### config.mk
export PLATFORM = sky130hd
export DESIGN_NAME = dns_query_name_extractor
export DESIGN_NICKNAME = d
export VERILOG_FILES = /design/src/hw/rtl/dqne_pkg.sv /design/src/hw/rtl/dqne_parser.sv /design/src/hw/rtl/dqne_fifo.sv /design/src/hw/rtl/dqne_out.sv /design/src/hw/rtl/dns_query_name_extractor.sv
export SDC_FILE = /design/constraint.sdc
export NUM_CORES = 1
export LEC_CHECK = 0
export ABC_AREA = 1
export BUFFER_PORTS_ARGS = -buffer_cell sky130_fd_sc_hd__buf_2
export CORE_MARGIN = 10
export CORE_UTILIZATION = 30
export CTS_CLUSTER_SIZE = 30
export DETAILED_ROUTE_END_ITERATION = 8
export GPL_TIMING_DRIVEN = 0
export PLACE_DENSITY = 0.45
export SYNTH_ARGS = -nofsm -noshare
export SYNTH_HDL_FRONTEND = slang
export SYNTH_SLANG_ARGS = --single-unit
export TNS_END_PERCENT = 50
### constraint.sdc
create_clock -name clock -period 3.8 [get_ports clock]
set_clock_uncertainty 0.1 [all_clocks]
set_input_delay 0.57 -clock clock [delete_from_list [all_inputs] [get_ports clock]]
set_output_delay 0.57 -clock clock [all_outputs]
set_load 0.02 [all_outputs]
### src/hw/rtl/dqne_pkg.sv
package dqne_pkg;

   localparam int MAX_NAME = 256;
   localparam int NameLenW = $clog2(MAX_NAME);

   localparam int HeaderBytes = 12;
   localparam int FixedTail   = 4;
   localparam int QdCountHi   = 4;
   localparam int QdCountLo   = 5;

   localparam logic [7:0] CharDot  = 8'h2e;
   localparam logic [7:0] CharTerm = 8'h00;

   localparam logic [1:0] STATUS_OK        = 2'd0;
   localparam logic [1:0] STATUS_TOO_LONG  = 2'd1;
   localparam logic [1:0] STATUS_TRUNCATED = 2'd2;

   localparam int FifoDepth = 4;
   localparam int FifoPtrW  = $clog2(FifoDepth);

   typedef struct packed {
      logic [1:0]  status;
      logic [15:0] query_index;
      logic        name_end;
      logic [7:0]  name_char;
   } result_type;

endpackage

### src/hw/rtl/dqne_parser.sv
module dqne_parser
   import dqne_pkg::*;
(
   input  logic       clock,
   input  logic       reset,
   input  logic       byte_valid,
   input  logic [7:0] msg_byte,
   input  logic       msg_last,
   output logic       res_valid,
   output result_type res
);

   typedef enum logic [2:0] {
      PH_HEADER,
      PH_LENGTH,
      PH_LABEL,
      PH_SKIP,
      PH_DONE
   } phase_type;

   phase_type            phase_ff, phase_in;
   logic [3:0]           header_count_ff, header_count_in;
   logic [15:0]          questions_left_ff, questions_left_in;
   logic [15:0]          question_number_ff, question_number_in;
   logic [7:0]           label_left_ff, label_left_in;
   logic [NameLenW-1:0]  name_length_ff, name_length_in;
   logic                 first_label_ff, first_label_in;
   logic                 overflowed_ff, overflowed_in;
   logic [2:0]           skip_count_ff, skip_count_in;

   logic                 have;
   logic [7:0]           char_out;
   logic                 end_out;
   logic [1:0]           status_out;
   logic                 in_name;
   logic                 put_en;
   logic [7:0]           put_char;
   logic                 room;
   logic [7:0]           label_dec;

   assign room      = name_length_ff < NameLenW'(MAX_NAME - 1);
   assign label_dec = label_left_ff - 8'd1;

   always_comb begin
      phase_in           = phase_ff;
      header_count_in    = header_count_ff;
      questions_left_in  = questions_left_ff;
      question_number_in = question_number_ff;
      label_left_in      = label_left_ff;
      name_length_in     = name_length_ff;
      first_label_in     = first_label_ff;
      overflowed_in      = overflowed_ff;
      skip_count_in      = skip_count_ff;
      have       = 1'b0;
      char_out   = CharTerm;
      end_out    = 1'b0;
      status_out = STATUS_OK;
      in_name    = 1'b0;
      put_en     = 1'b0;
      put_char   = msg_byte;

      case (phase_ff)
         PH_HEADER: begin
            if (header_count_ff == 4'(QdCountHi)) begin
               questions_left_in = {msg_byte, 8'h00};
            end else if (header_count_ff == 4'(QdCountLo)) begin
               questions_left_in = {questions_left_ff[15:8], msg_byte};
            end
            header_count_in = header_count_ff + 4'd1;
            if (header_count_ff == 4'(HeaderBytes - 1)) begin
               header_count_in = '0;
               if (questions_left_ff == 16'd0) begin
                  phase_in = PH_DONE;
               end else begin
                  phase_in       = PH_LENGTH;
                  name_length_in = '0;
                  first_label_in = 1'b1;
                  overflowed_in  = 1'b0;
                  label_left_in  = '0;
               end
            end
         end
         PH_LENGTH: begin
            if (msg_byte == 8'd0) begin
               have               = 1'b1;
               end_out            = 1'b1;
               status_out         = overflowed_ff ? STATUS_TOO_LONG : STATUS_OK;
               question_number_in = question_number_ff + 16'd1;
               questions_left_in  = questions_left_ff - 16'd1;
               skip_count_in      = '0;
               phase_in           = PH_SKIP;
            end else begin
               in_name        = 1'b1;
               label_left_in  = msg_byte;
               put_en         = !first_label_ff;
               put_char       = CharDot;
               first_label_in = 1'b0;
               phase_in       = PH_LABEL;
            end
         end
         PH_LABEL: begin
            in_name       = 1'b1;
            put_en        = 1'b1;
            label_left_in = label_dec;
            if (label_dec == 8'd0) begin
               phase_in = PH_LENGTH;
            end
         end
         PH_SKIP: begin
            skip_count_in = skip_count_ff + 3'd1;
            if (skip_count_ff == 3'(FixedTail - 1)) begin
               skip_count_in = '0;
               if (questions_left_ff == 16'd0) begin
                  phase_in = PH_DONE;
               end else begin
                  phase_in       = PH_LENGTH;
                  name_length_in = '0;
                  first_label_in = 1'b1;
                  overflowed_in  = 1'b0;
                  label_left_in  = '0;
               end
            end
         end
         default: begin
         end
      endcase

      if (put_en) begin
         if (room) begin
            have           = 1'b1;
            char_out       = put_char;
            name_length_in = name_length_ff + NameLenW'(1);
         end else begin
            overflowed_in = 1'b1;
         end
      end

      // final byte: flag truncation inside a name, then back to reset state
      if (msg_last) begin
         if (in_name) begin
            have       = 1'b1;
            end_out    = 1'b1;
            status_out = STATUS_TRUNCATED;
         end
         phase_in           = PH_HEADER;
         header_count_in    = '0;
         questions_left_in  = '0;
         question_number_in = '0;
         label_left_in      = '0;
         name_length_in     = '0;
         first_label_in     = 1'b1;
         overflowed_in      = 1'b0;
         skip_count_in      = '0;
      end
   end

   assign res_valid       = byte_valid && have;
   assign res.name_char   = char_out;
   assign res.name_end    = end_out;
   assign res.query_index = question_number_ff;
   assign res.status      = status_out;

   always_ff @(posedge clock) begin
      if (reset) begin
         phase_ff           <= PH_HEADER;
         header_count_ff    <= '0;
         questions_left_ff  <= '0;
         question_number_ff <= '0;
         label_left_ff      <= '0;
         name_length_ff     <= '0;
         first_label_ff     <= 1'b1;
         overflowed_ff      <= 1'b0;
         skip_count_ff      <= '0;
      end else if (byte_valid) begin
         phase_ff           <= phase_in;
         header_count_ff    <= header_count_in;
         questions_left_ff  <= questions_left_in;
         question_number_ff <= question_number_in;
         label_left_ff      <= label_left_in;
         name_length_ff     <= name_length_in;
         first_label_ff     <= first_label_in;
         overflowed_ff      <= overflowed_in;
         skip_count_ff      <= skip_count_in;
      end
   end

endmodule

### src/hw/rtl/dqne_fifo.sv
module dqne_fifo
   import dqne_pkg::*;
(
   input  logic       clock,
   input  logic       reset,
   input  logic       push,
   input  result_type push_data,
   input  logic       pop,
   output result_type pop_data,
   output logic       empty,
   output logic       full
);

   result_type          entry_ff [FifoDepth];
   logic [FifoPtrW-1:0] wr_ptr_ff, rd_ptr_ff;
   logic [FifoPtrW:0]   count_ff;
   logic                do_push, do_pop;

   assign empty    = count_ff == '0;
   assign full     = count_ff == (FifoPtrW+1)'(FifoDepth);
   assign do_push  = push && !full;
   assign do_pop   = pop && !empty;
   assign pop_data = entry_ff[rd_ptr_ff];

   always_ff @(posedge clock) begin
      if (do_push) begin
         entry_ff[wr_ptr_ff] <= push_data;
      end
   end

   always_ff @(posedge clock) begin
      if (reset) begin
         wr_ptr_ff <= '0;
         rd_ptr_ff <= '0;
         count_ff  <= '0;
      end else begin
         if (do_push) begin
            wr_ptr_ff <= wr_ptr_ff + FifoPtrW'(1);
         end
         if (do_pop) begin
            rd_ptr_ff <= rd_ptr_ff + FifoPtrW'(1);
         end
         case ({do_push, do_pop})
            2'b10:   count_ff <= count_ff + (FifoPtrW+1)'(1);
            2'b01:   count_ff <= count_ff - (FifoPtrW+1)'(1);
            default: count_ff <= count_ff;
         endcase
      end
   end

endmodule

### src/hw/rtl/dqne_out.sv
module dqne_out
   import dqne_pkg::*;
(
   input  logic        clock,
   input  logic        reset,
   input  logic        fifo_empty,
   input  result_type  fifo_data,
   output logic        fifo_pop,
   output logic        rsp_tvalid,
   input  logic        rsp_tready,
   output logic [23:0] rsp_tdata,
   output logic        rsp_tlast,
   output logic [1:0]  rsp_tuser
);

   logic       valid_ff;
   result_type data_ff;

   // refill the output register whenever it is empty or being drained
   assign fifo_pop = !fifo_empty && (!valid_ff || rsp_tready);

   always_ff @(posedge clock) begin
      if (reset) begin
         valid_ff <= 1'b0;
      end else if (!valid_ff || rsp_tready) begin
         valid_ff <= !fifo_empty;
      end
   end

   always_ff @(posedge clock) begin
      if (fifo_pop) begin
         data_ff <= fifo_data;
      end
   end

   assign rsp_tvalid = valid_ff;
   assign rsp_tdata  = {data_ff.query_index, data_ff.name_char};
   assign rsp_tlast  = data_ff.name_end;
   assign rsp_tuser  = data_ff.status;

endmodule

### src/hw/rtl/dns_query_name_extractor.sv
// DNS query name extractor.
// The request channel carries a DNS message one byte per transfer, header
// first, with req_tlast on the final byte. The response channel carries the
// dotted name of each question one byte per transfer, closed by rsp_tlast
// on a zero byte, or on the cut byte when the message ends inside a name;
// rsp_tuser gives the status on that closing byte (ok, name too long,
// message truncated) and is zero elsewhere. Throughput is one byte per cycle
// while the queue has room: the parser updates its state in a single step
// for each accepted byte. Results pass through the queue and output register.
// A four-entry queue sits between the parser and the output register, so
// the parser keeps taking bytes while the receiver stalls; req_tready drops
// only once the queue is full, and resumes as rsp_tready drains it.
// Reset (synchronous, active high) empties the queue and the output
// register and puts the parser at the start of a message header. After
// the final byte of a message the parser returns to that same state by
// itself, so messages may follow back to back.
module dns_query_name_extractor
   import dqne_pkg::*;
(
   input  logic        clock,
   input  logic        reset,
   input  logic        req_tvalid,
   output logic        req_tready,
   input  logic [7:0]  req_tdata,   // msg_byte[7:0]
   input  logic        req_tlast,
   output logic        rsp_tvalid,
   input  logic        rsp_tready,
   output logic [23:0] rsp_tdata,   // name_char[7:0], query_index[23:8]
   output logic        rsp_tlast,
   output logic [1:0]  rsp_tuser    // status[1:0]
);

   logic       accept;
   logic       res_valid;
   result_type res;
   logic       fifo_pop;
   logic       fifo_empty;
   logic       fifo_full;
   result_type fifo_data;

   assign req_tready = !fifo_full;
   assign accept     = req_tvalid && req_tready;

   dqne_parser u_parser (
      .clock      (clock),
      .reset      (reset),
      .byte_valid (accept),
      .msg_byte   (req_tdata),
      .msg_last   (req_tlast),
      .res_valid  (res_valid),
      .res        (res)
   );

   dqne_fifo u_fifo (
      .clock     (clock),
      .reset     (reset),
      .push      (res_valid),
      .push_data (res),
      .pop       (fifo_pop),
      .pop_data  (fifo_data),
      .empty     (fifo_empty),
      .full      (fifo_full)
   );

   dqne_out u_out (
      .clock      (clock),
      .reset      (reset),
      .fifo_empty (fifo_empty),
      .fifo_data  (fifo_data),
      .fifo_pop   (fifo_pop),
      .rsp_tvalid (rsp_tvalid),
      .rsp_tready (rsp_tready),
      .rsp_tdata  (rsp_tdata),
      .rsp_tlast  (rsp_tlast),
      .rsp_tuser  (rsp_tuser)
   );

endmodule

=== Word level (Yosys, flattened, before mapping) ===
Memory sizes are Yosys's and may differ from the RTL's. A register that Yosys moved wholly into a read port is not among the register bits.
Index checks and enable logic that the tools add are counted.

* Register bits after elaboration: 68
* Memory bits (writable): 108
* Output and inout bits: 29
* Memories: 1

{| class="wikitable"
|+ Memories
! memory !! words !! width !! read ports !! clocked after Yosys merged registers in !! wr ports !! line !! text
|-
| u_fifo.entry_ff || 4 || 27 || 1 || 1 || 1 || dqne_fifo.sv:14 || <nowiki>result_type entry_ff [FifoDepth];</nowiki>
|}

* $add $sub $neg: 10
* Magnitude comparators: 1
* Eq/ne operators: 17
* Muxes and demuxes: 72
* Reduce and logical (&&, ||, !) cells: 31

{| class="wikitable"
|+ Operators with widths
! kind !! count
|-
| two-way mux 8 bit || 16
|-
| two-way mux 16 bit || 6
|-
| case mux 16 bit (2 select lines) || 1
|-
| case mux 8 bit (4 select lines) || 1
|-
| two-way mux 1 bit || 25
|-
| two-way mux 3 bit || 8
|-
| adder 16 x 1 -> 16 bit, second input constant || 1
|-
| zero test 16 bit || 1
|-
| zero test 8 bit || 2
|-
| case mux 8 bit (2 select lines) || 1
|-
| subtractor 16 x 1 -> 16 bit, second input constant || 1
|-
| inequality test 3 x 2 -> 1 bit, second input constant || 5
|-
| AND reduction 5 bit || 3
|-
| two-way mux 4 bit || 3
|-
| case mux 3 bit (2 select lines) || 2
|-
| case mux 3 bit (4 select lines) || 1
|-
| == test 3 x 2 -> 1 bit, second input constant || 3
|-
| adder 8 x 1 -> 8 bit, second input constant || 1
|-
| == test 4 x 3 -> 1 bit, second input constant || 2
|-
| < comparator 8 bit, second input constant || 1
|-
| two-way mux 2 bit || 4
|-
| AND reduction 4 bit || 2
|-
| nonzero test 2 bit || 4
|-
| subtractor 8 x 1 -> 8 bit, second input constant || 1
|-
| 22 further kinds || 36
|}

=== Longest topological paths before layout ===
* Word-level depth: 11
* Depth in mapped cells: 16
* Gate-level depth less buffers: 16

=== By module ===
Synthesis repeated with hierarchy kept, for this count alone.

* Cell total of the unflattened synthesis: 1,010
* Area total of the unflattened synthesis: 9,510.4 um2

{| class="wikitable"
|+ By module, submodules not included
! module !! instances !! cells an instance !! area an instance (um2) !! seq. area each (um2)
|-
| dqne_fifo || 1 || 331 || 4,551.9 || 3,423.3
|-
| dqne_parser || 1 || 644 || 4,090.2 || 1,201.2
|-
| dqne_out || 1 || 32 || 854.6 || 830.8
|-
| dns_query_name_extractor || 1 || 3 || 13.8 || 0.0
|}

=== Least setup slack after synthesis ===
OpenSTA, ideal clock, no wires.

* Path type: input port to flip-flop
* Start: input rsp_tready
* End: register u_fifo.count_ff[2]
* Arrival: 3.389 ns
* Required time: 3.578 ns
* Path slack: 0.189 ns
* Stages: 9
* Path buffers: 0
* Path through: nor2_1 -> a31oi_1 -> ha_1 -> inv_1 -> fa_1 -> a21oi_1 -> o21ai_0 -> o21ai_0 -> a21oi_1

* Cells in the longest elaborated chain, start to end: 5

{| class="wikitable"
|+ Ends and longest elaborated chain
! item !! line !! text
|-
| start, declared || dns_query_name_extractor.sv:27 || <nowiki>input logic rsp_tready,</nowiki>
|-
| logical OR 1 bit (*) || dqne_out.sv:20 || <nowiki>assign fifo_pop = !fifo_empty && (!valid_ff || rsp_tready);</nowiki>
|-
| logical AND 1 bit (*) || dqne_out.sv:20 ||
|-
| via fifo_pop || dns_query_name_extractor.sv:36 || <nowiki>logic fifo_pop;</nowiki>
|-
| logical AND 1 bit (*) || dqne_fifo.sv:22 || <nowiki>assign do_pop = pop && !empty;</nowiki>
|-
| == test 2 x 1 -> 1 bit / == test 2 bit (equally long branches) || dqne_fifo.sv:43 || <nowiki>case ({do_push, do_pop})</nowiki>
|-
| case mux 3 bit (2 select lines) / nonzero test 2 bit (equally long branches) || - ||
|-
| end signal, assigned || dqne_fifo.sv:44 || <nowiki>2'b10: count_ff <= count_ff + (FifoPtrW+1)'(1);</nowiki>
|-
| end signal, assigned || dqne_fifo.sv:45 || <nowiki>2'b01: count_ff <= count_ff - (FifoPtrW+1)'(1);</nowiki>
|-
| end signal, assigned || dqne_fifo.sv:46 || <nowiki>default: count_ff <= count_ff;</nowiki>
|-
| end, declared || dqne_fifo.sv:16 || <nowiki>logic [FifoPtrW:0] count_ff;</nowiki>
|}

Mark *: on every way through the listed nets, which the timed path passes. The rest lies on a longest branch.
A chain may end at the register's enable or synchronous reset.

=== Worst setup path after layout ===
* Start: register u_parser.name_length_ff[0]
* End: register u_fifo.count_ff[2]

* Cells in the longest elaborated chain, start to end: 9

{| class="wikitable"
|+ Ends and longest elaborated chain
! item !! line !! text
|-
| start, declared || dqne_parser.sv:26 || <nowiki>logic [NameLenW-1:0] name_length_ff, name_length_in;</nowiki>
|-
| start signal, assigned || dqne_parser.sv:180 || <nowiki>name_length_ff <= name_length_in;</nowiki>
|-
| < comparator 8 bit (*) || dqne_parser.sv:41 || <nowiki>assign room = name_length_ff < NameLenW'(MAX_NAME - 1);</nowiki>
|-
| two-way mux 1 bit (*) || dqne_parser.sv:129 || <nowiki>if (room) begin</nowiki>
|-
| two-way mux 1 bit (*) || dqne_parser.sv:128 || <nowiki>if (put_en) begin</nowiki>
|-
| two-way mux 1 bit || dqne_parser.sv:140 || <nowiki>if (in_name) begin</nowiki>
|-
| two-way mux 1 bit (*) || dqne_parser.sv:139 || <nowiki>if (msg_last) begin</nowiki>
|-
| logical AND 1 bit (*) || dqne_parser.sv:157 || <nowiki>assign res_valid = byte_valid && have;</nowiki>
|-
| logical AND 1 bit (*) || dqne_fifo.sv:21 || <nowiki>assign do_push = push && !full;</nowiki>
|-
| == test 2 x 1 -> 1 bit / == test 2 bit (equally long branches) || dqne_fifo.sv:43 ||
|-
| case mux 3 bit (2 select lines) / nonzero test 2 bit (equally long branches) || - ||
|}

Every way passes the cells marked *; elsewhere a longest branch is shown, timed or not.

==> qor.txt <==
Post-DRT Antenna Nets: 0
CP Max Fanout: 8
Synth Flop Type: edfxtp_1
Syn Inst Count: 996
Yosys Warn Count: 0
Yosys cell types: 46
Final Util: 35.62%
proportion of layout cells with a drive suffix above 1: 12.08%
vias in the first global route: 7,030
final hold viol count: 0
Least-Margin Pin Slew: 0.8677 ns
Sw Share: 36.20%
GRT Resource Usage Total: 12.58%
first-pass GRT wire length: 39,050 µm
Crit path max-delay family: simple AND/OR/NAND/NOR gates
fmax: 0.3303 GHz
number of remaining DRC errors: 0
routability-driven placement congestion ratio: 0.8652
RR Endpoint: u_fifo.count_ff[2]
Hold Path Sink: u_out.rsp_tvalid
Max-Cap Viols: 0
max-slew violations: 0
wire length per cell: 16.62 µm
Worst Hold Launch: rsp_tready
switching power: 0.002711 W
minimum clock period: 3.028 ns
die area: 38,110 µm²
number of CTS-inserted buffers: 24
Initial Utilization: 30.27%
R2R cell count: 14
CP required: 4.10 ns
Mapped Nets: 1,024
Min-Delay Path Class: in2reg
Pleak: 4.135 nW
Skew-Pair Late Insertion Delay: 0.52 ns
Tcrit/Tclk final: 79.67%
Mapped Avg Cell Area: 9.247 µm²
Reg power frac: 38.2%
Root Buffer Master: clkbuf_16
Crit. End Element: register
pre-CTS setup slack: 0.5579 ns
std cell rows: 64
Int Pwr: 0.004778 W
Comb power frac: 31.3%
Net count, final: 1,094
pwr dens: 691.0 nW/µm²
area leader, netlist: edfxtp_1
critical path cell sequence: ha_1, nand3_1, nor2_1, nand4_1, nand3_2, nand2_1, nand2_2, ha_1, inv_1, fa_1, a21oi_1, o21ai_0, o21ai_0, a21oi_1
RSZ-0062 raised after global routing: false
hold buffer count at cts: 0
status: finished, final reports clean
FF+latch count, synth: 203
EDFF count, synth: 135
Setup-failing EPs final: 0
# resized after CTS: 0
die height: 195.2 µm
FF-to-FF setup slack: 0.77 ns
most frequent cells in the layout: 162 x nand2_1, 142 x nor2_1, 135 x edfxtp_1, 105 x o21ai_0, 93 x inv_1
Port Buffers: 40
die width: 195.2 µm
Longest Clk Path Bufs: 3
worst vdd ir: 0.2936 mV
TritonRoute pass-1 iters: 6
via count: 7,087
drt total wl: 24,600 µm
DPL Wire Length: 17,230 µm
CTS tree: yes
Setup WS post-layout: 0.7724 ns
top cell type's share of synthesized area: 44.02%
critical path launch point type: register
number of antenna violations at the first check in global routing: 0
Worst Path Buf+Inv: 1
Overflow after GRT: 0
vias per cell: 4.789
fraction of registers with async set/reset: 0%
CTS Sinks: 203
H-tree depth: 1
Setup Fix Bufs, Post-CTS: 0
Slew HR: 42.15%
clock slew at reported path FFs: 0.06 ns
CP max stage cell: dfxtp_1
Seq/Total Area, Yosys: 58.80%
largest net degree at the start of global routing: 28
r2r startpoint: u_parser.name_length_ff[0]
hold depth: 4
Netlist Area Pre-Place: 9210 µm²
worst hold margin: 0.3379 ns
crit path kind: reg2reg
crit path DAT: 3.33 ns
DR iter-0 viols: 355
most common cell after layout, fill and taps aside: nand2_1
CP peak stage delay: 0.38 ns
ant diodes: 0
Clock power frac: 30.5%
Core Region: 30,430 µm²
io pins: 42
Synth area leaders: edfxtp_1 44%, dfxtp_1 15%, nand2_1 6.6%
area growth from synthesis to layout: 17.67%
==> synth_stat cells, drive strengths merged, types with 4 or more instances <==
master and number:
buf 8, o21ai 113, nor3b 4, a21oi 61
nor2 152, o211ai 5, dfxtp 68, nor3 12
o22ai 30, clkbuf 23, xor2 10, edfxtp 135
nand3 58, nand4 10, inv 105, nand2 166
ha 14
==> how the worst max path moves through the flow <==
stage / start / to / slack, ns / cells after the start
floorplan: rsp_tready / u_fifo.count_ff[2] / 0.19 / 9
global placement: rsp_tready / u_fifo.count_ff[2] / -1.14 / 10
detailed placement: req_tdata[6] / u_fifo.entry_ff[1][18] / 0.56 / 10
CTS: u_parser.name_length_ff[0] / u_fifo.count_ff[2] / 0.76 / 14
global route: u_parser.name_length_ff[0] / u_fifo.count_ff[2] / 0.47 / 14
finish: u_parser.name_length_ff[0] / u_fifo.count_ff[2] / 0.77 / 14
==> cell type report <==
| class | instances | area, µm² |
|---|---|---|
| Fill cell | 3163 | 19590 |
| Sequential cell | 203 | 5415 |
| Multi-Input combinational cell | 656 | 3312 |
| Clock buffer | 33 | 695.7 |
| Tap cell | 396 | 495.5 |
| Inverter | 106 | 397.9 |
| Timing Repair Buffer | 44 | 295.3 |
| Buffer | 31 | 130.1 |
| Clock inverter | 11 | 96.34 |
==> sequential cells by signal, indices dropped and copies added, names as in the netlist <==
register	cells
u_parser.overflowed_ff	1
u_parser.name_length_ff	8
u_fifo.rd_ptr_ff	2
u_out.rsp_tuser	2
u_out.rsp_tdata	24
u_fifo.entry_ff	108
u_parser.skip_count_ff	3
u_parser.question_number_ff	16
u_parser.first_label_ff	1
u_fifo.count_ff	3
u_out.rsp_tvalid	1
u_parser.phase_ff	3
u_parser.questions_left_ff	16
u_out.rsp_tlast	1
u_parser.header_count_ff	4
u_fifo.wr_ptr_ff	2
u_parser.label_left_ff	8
==> layer usage <==
metal	global-route usage, %	vias up	wire (µm)
met4	3.450	0	529
met5	0	-	0
met1	16.56	3334	11520
li1	-	3560	-
met2	20.80	158	11400
met3	2.193	35	1145
==> logic make-up (layout without fill, tap and decap cells) <==
group	Yosys count	after routing	share of synthesized area, %
DFF	203	203	58.80
xor gates and xnor gates	11	11	1.046
buffers and inverters	137	225	5.733
adders and majority gates	15	15	2.119
and+or+nand+nor	409	409	19.10
AOI/OAI and AO/OA	221	221	13.20
==> worst register-to-register path, stage by stage, from the launching register on <==
cell	delay [ns]
dfxtp_1	0.38
ha_1	0.23
nand3_1	0.11
nor2_1	0.18
nand4_1	0.22
nand3_2	0.23
nand2_1	0.09
nand2_2	0.25
ha_1	0.21
inv_1	0.06
fa_1	0.37
a21oi_1	0.14
o21ai_0	0.12
o21ai_0	0.16
a21oi_1	0.05
==> power groups by stage <==
| stage | clock network (W) | registers (W) | logic, W |
|---|---|---|---|
| after floorplan | 0 | 0.00312 | 0.00134 |
| after global placement | 0 | 0.00293 | 0.00231 |
| after detailed placement | 0 | 0.00291 | 0.00238 |
| after CTS | 0.00235 | 0.00286 | 0.00239 |
| after global routing | 0.00244 | 0.00289 | 0.00265 |
| final | 0.00229 | 0.00286 | 0.00234 |
==> stage by stage <==
stage	std cells	setup TNS [ns]	cell area (µm²)	total power (W)
5_1_grt	1480	0	10840	0.007982
3_5_place_dp	1436	0	10050	0.005289
2_1_floorplan	996	0	9210	0.004457
4_1_cts	1480	0	10840	0.007605
6_report	1480	0	10840	0.007489
3_3_place_gp	1432	-97.38	9906	0.005241
Power figures use the tool's default switching activity.
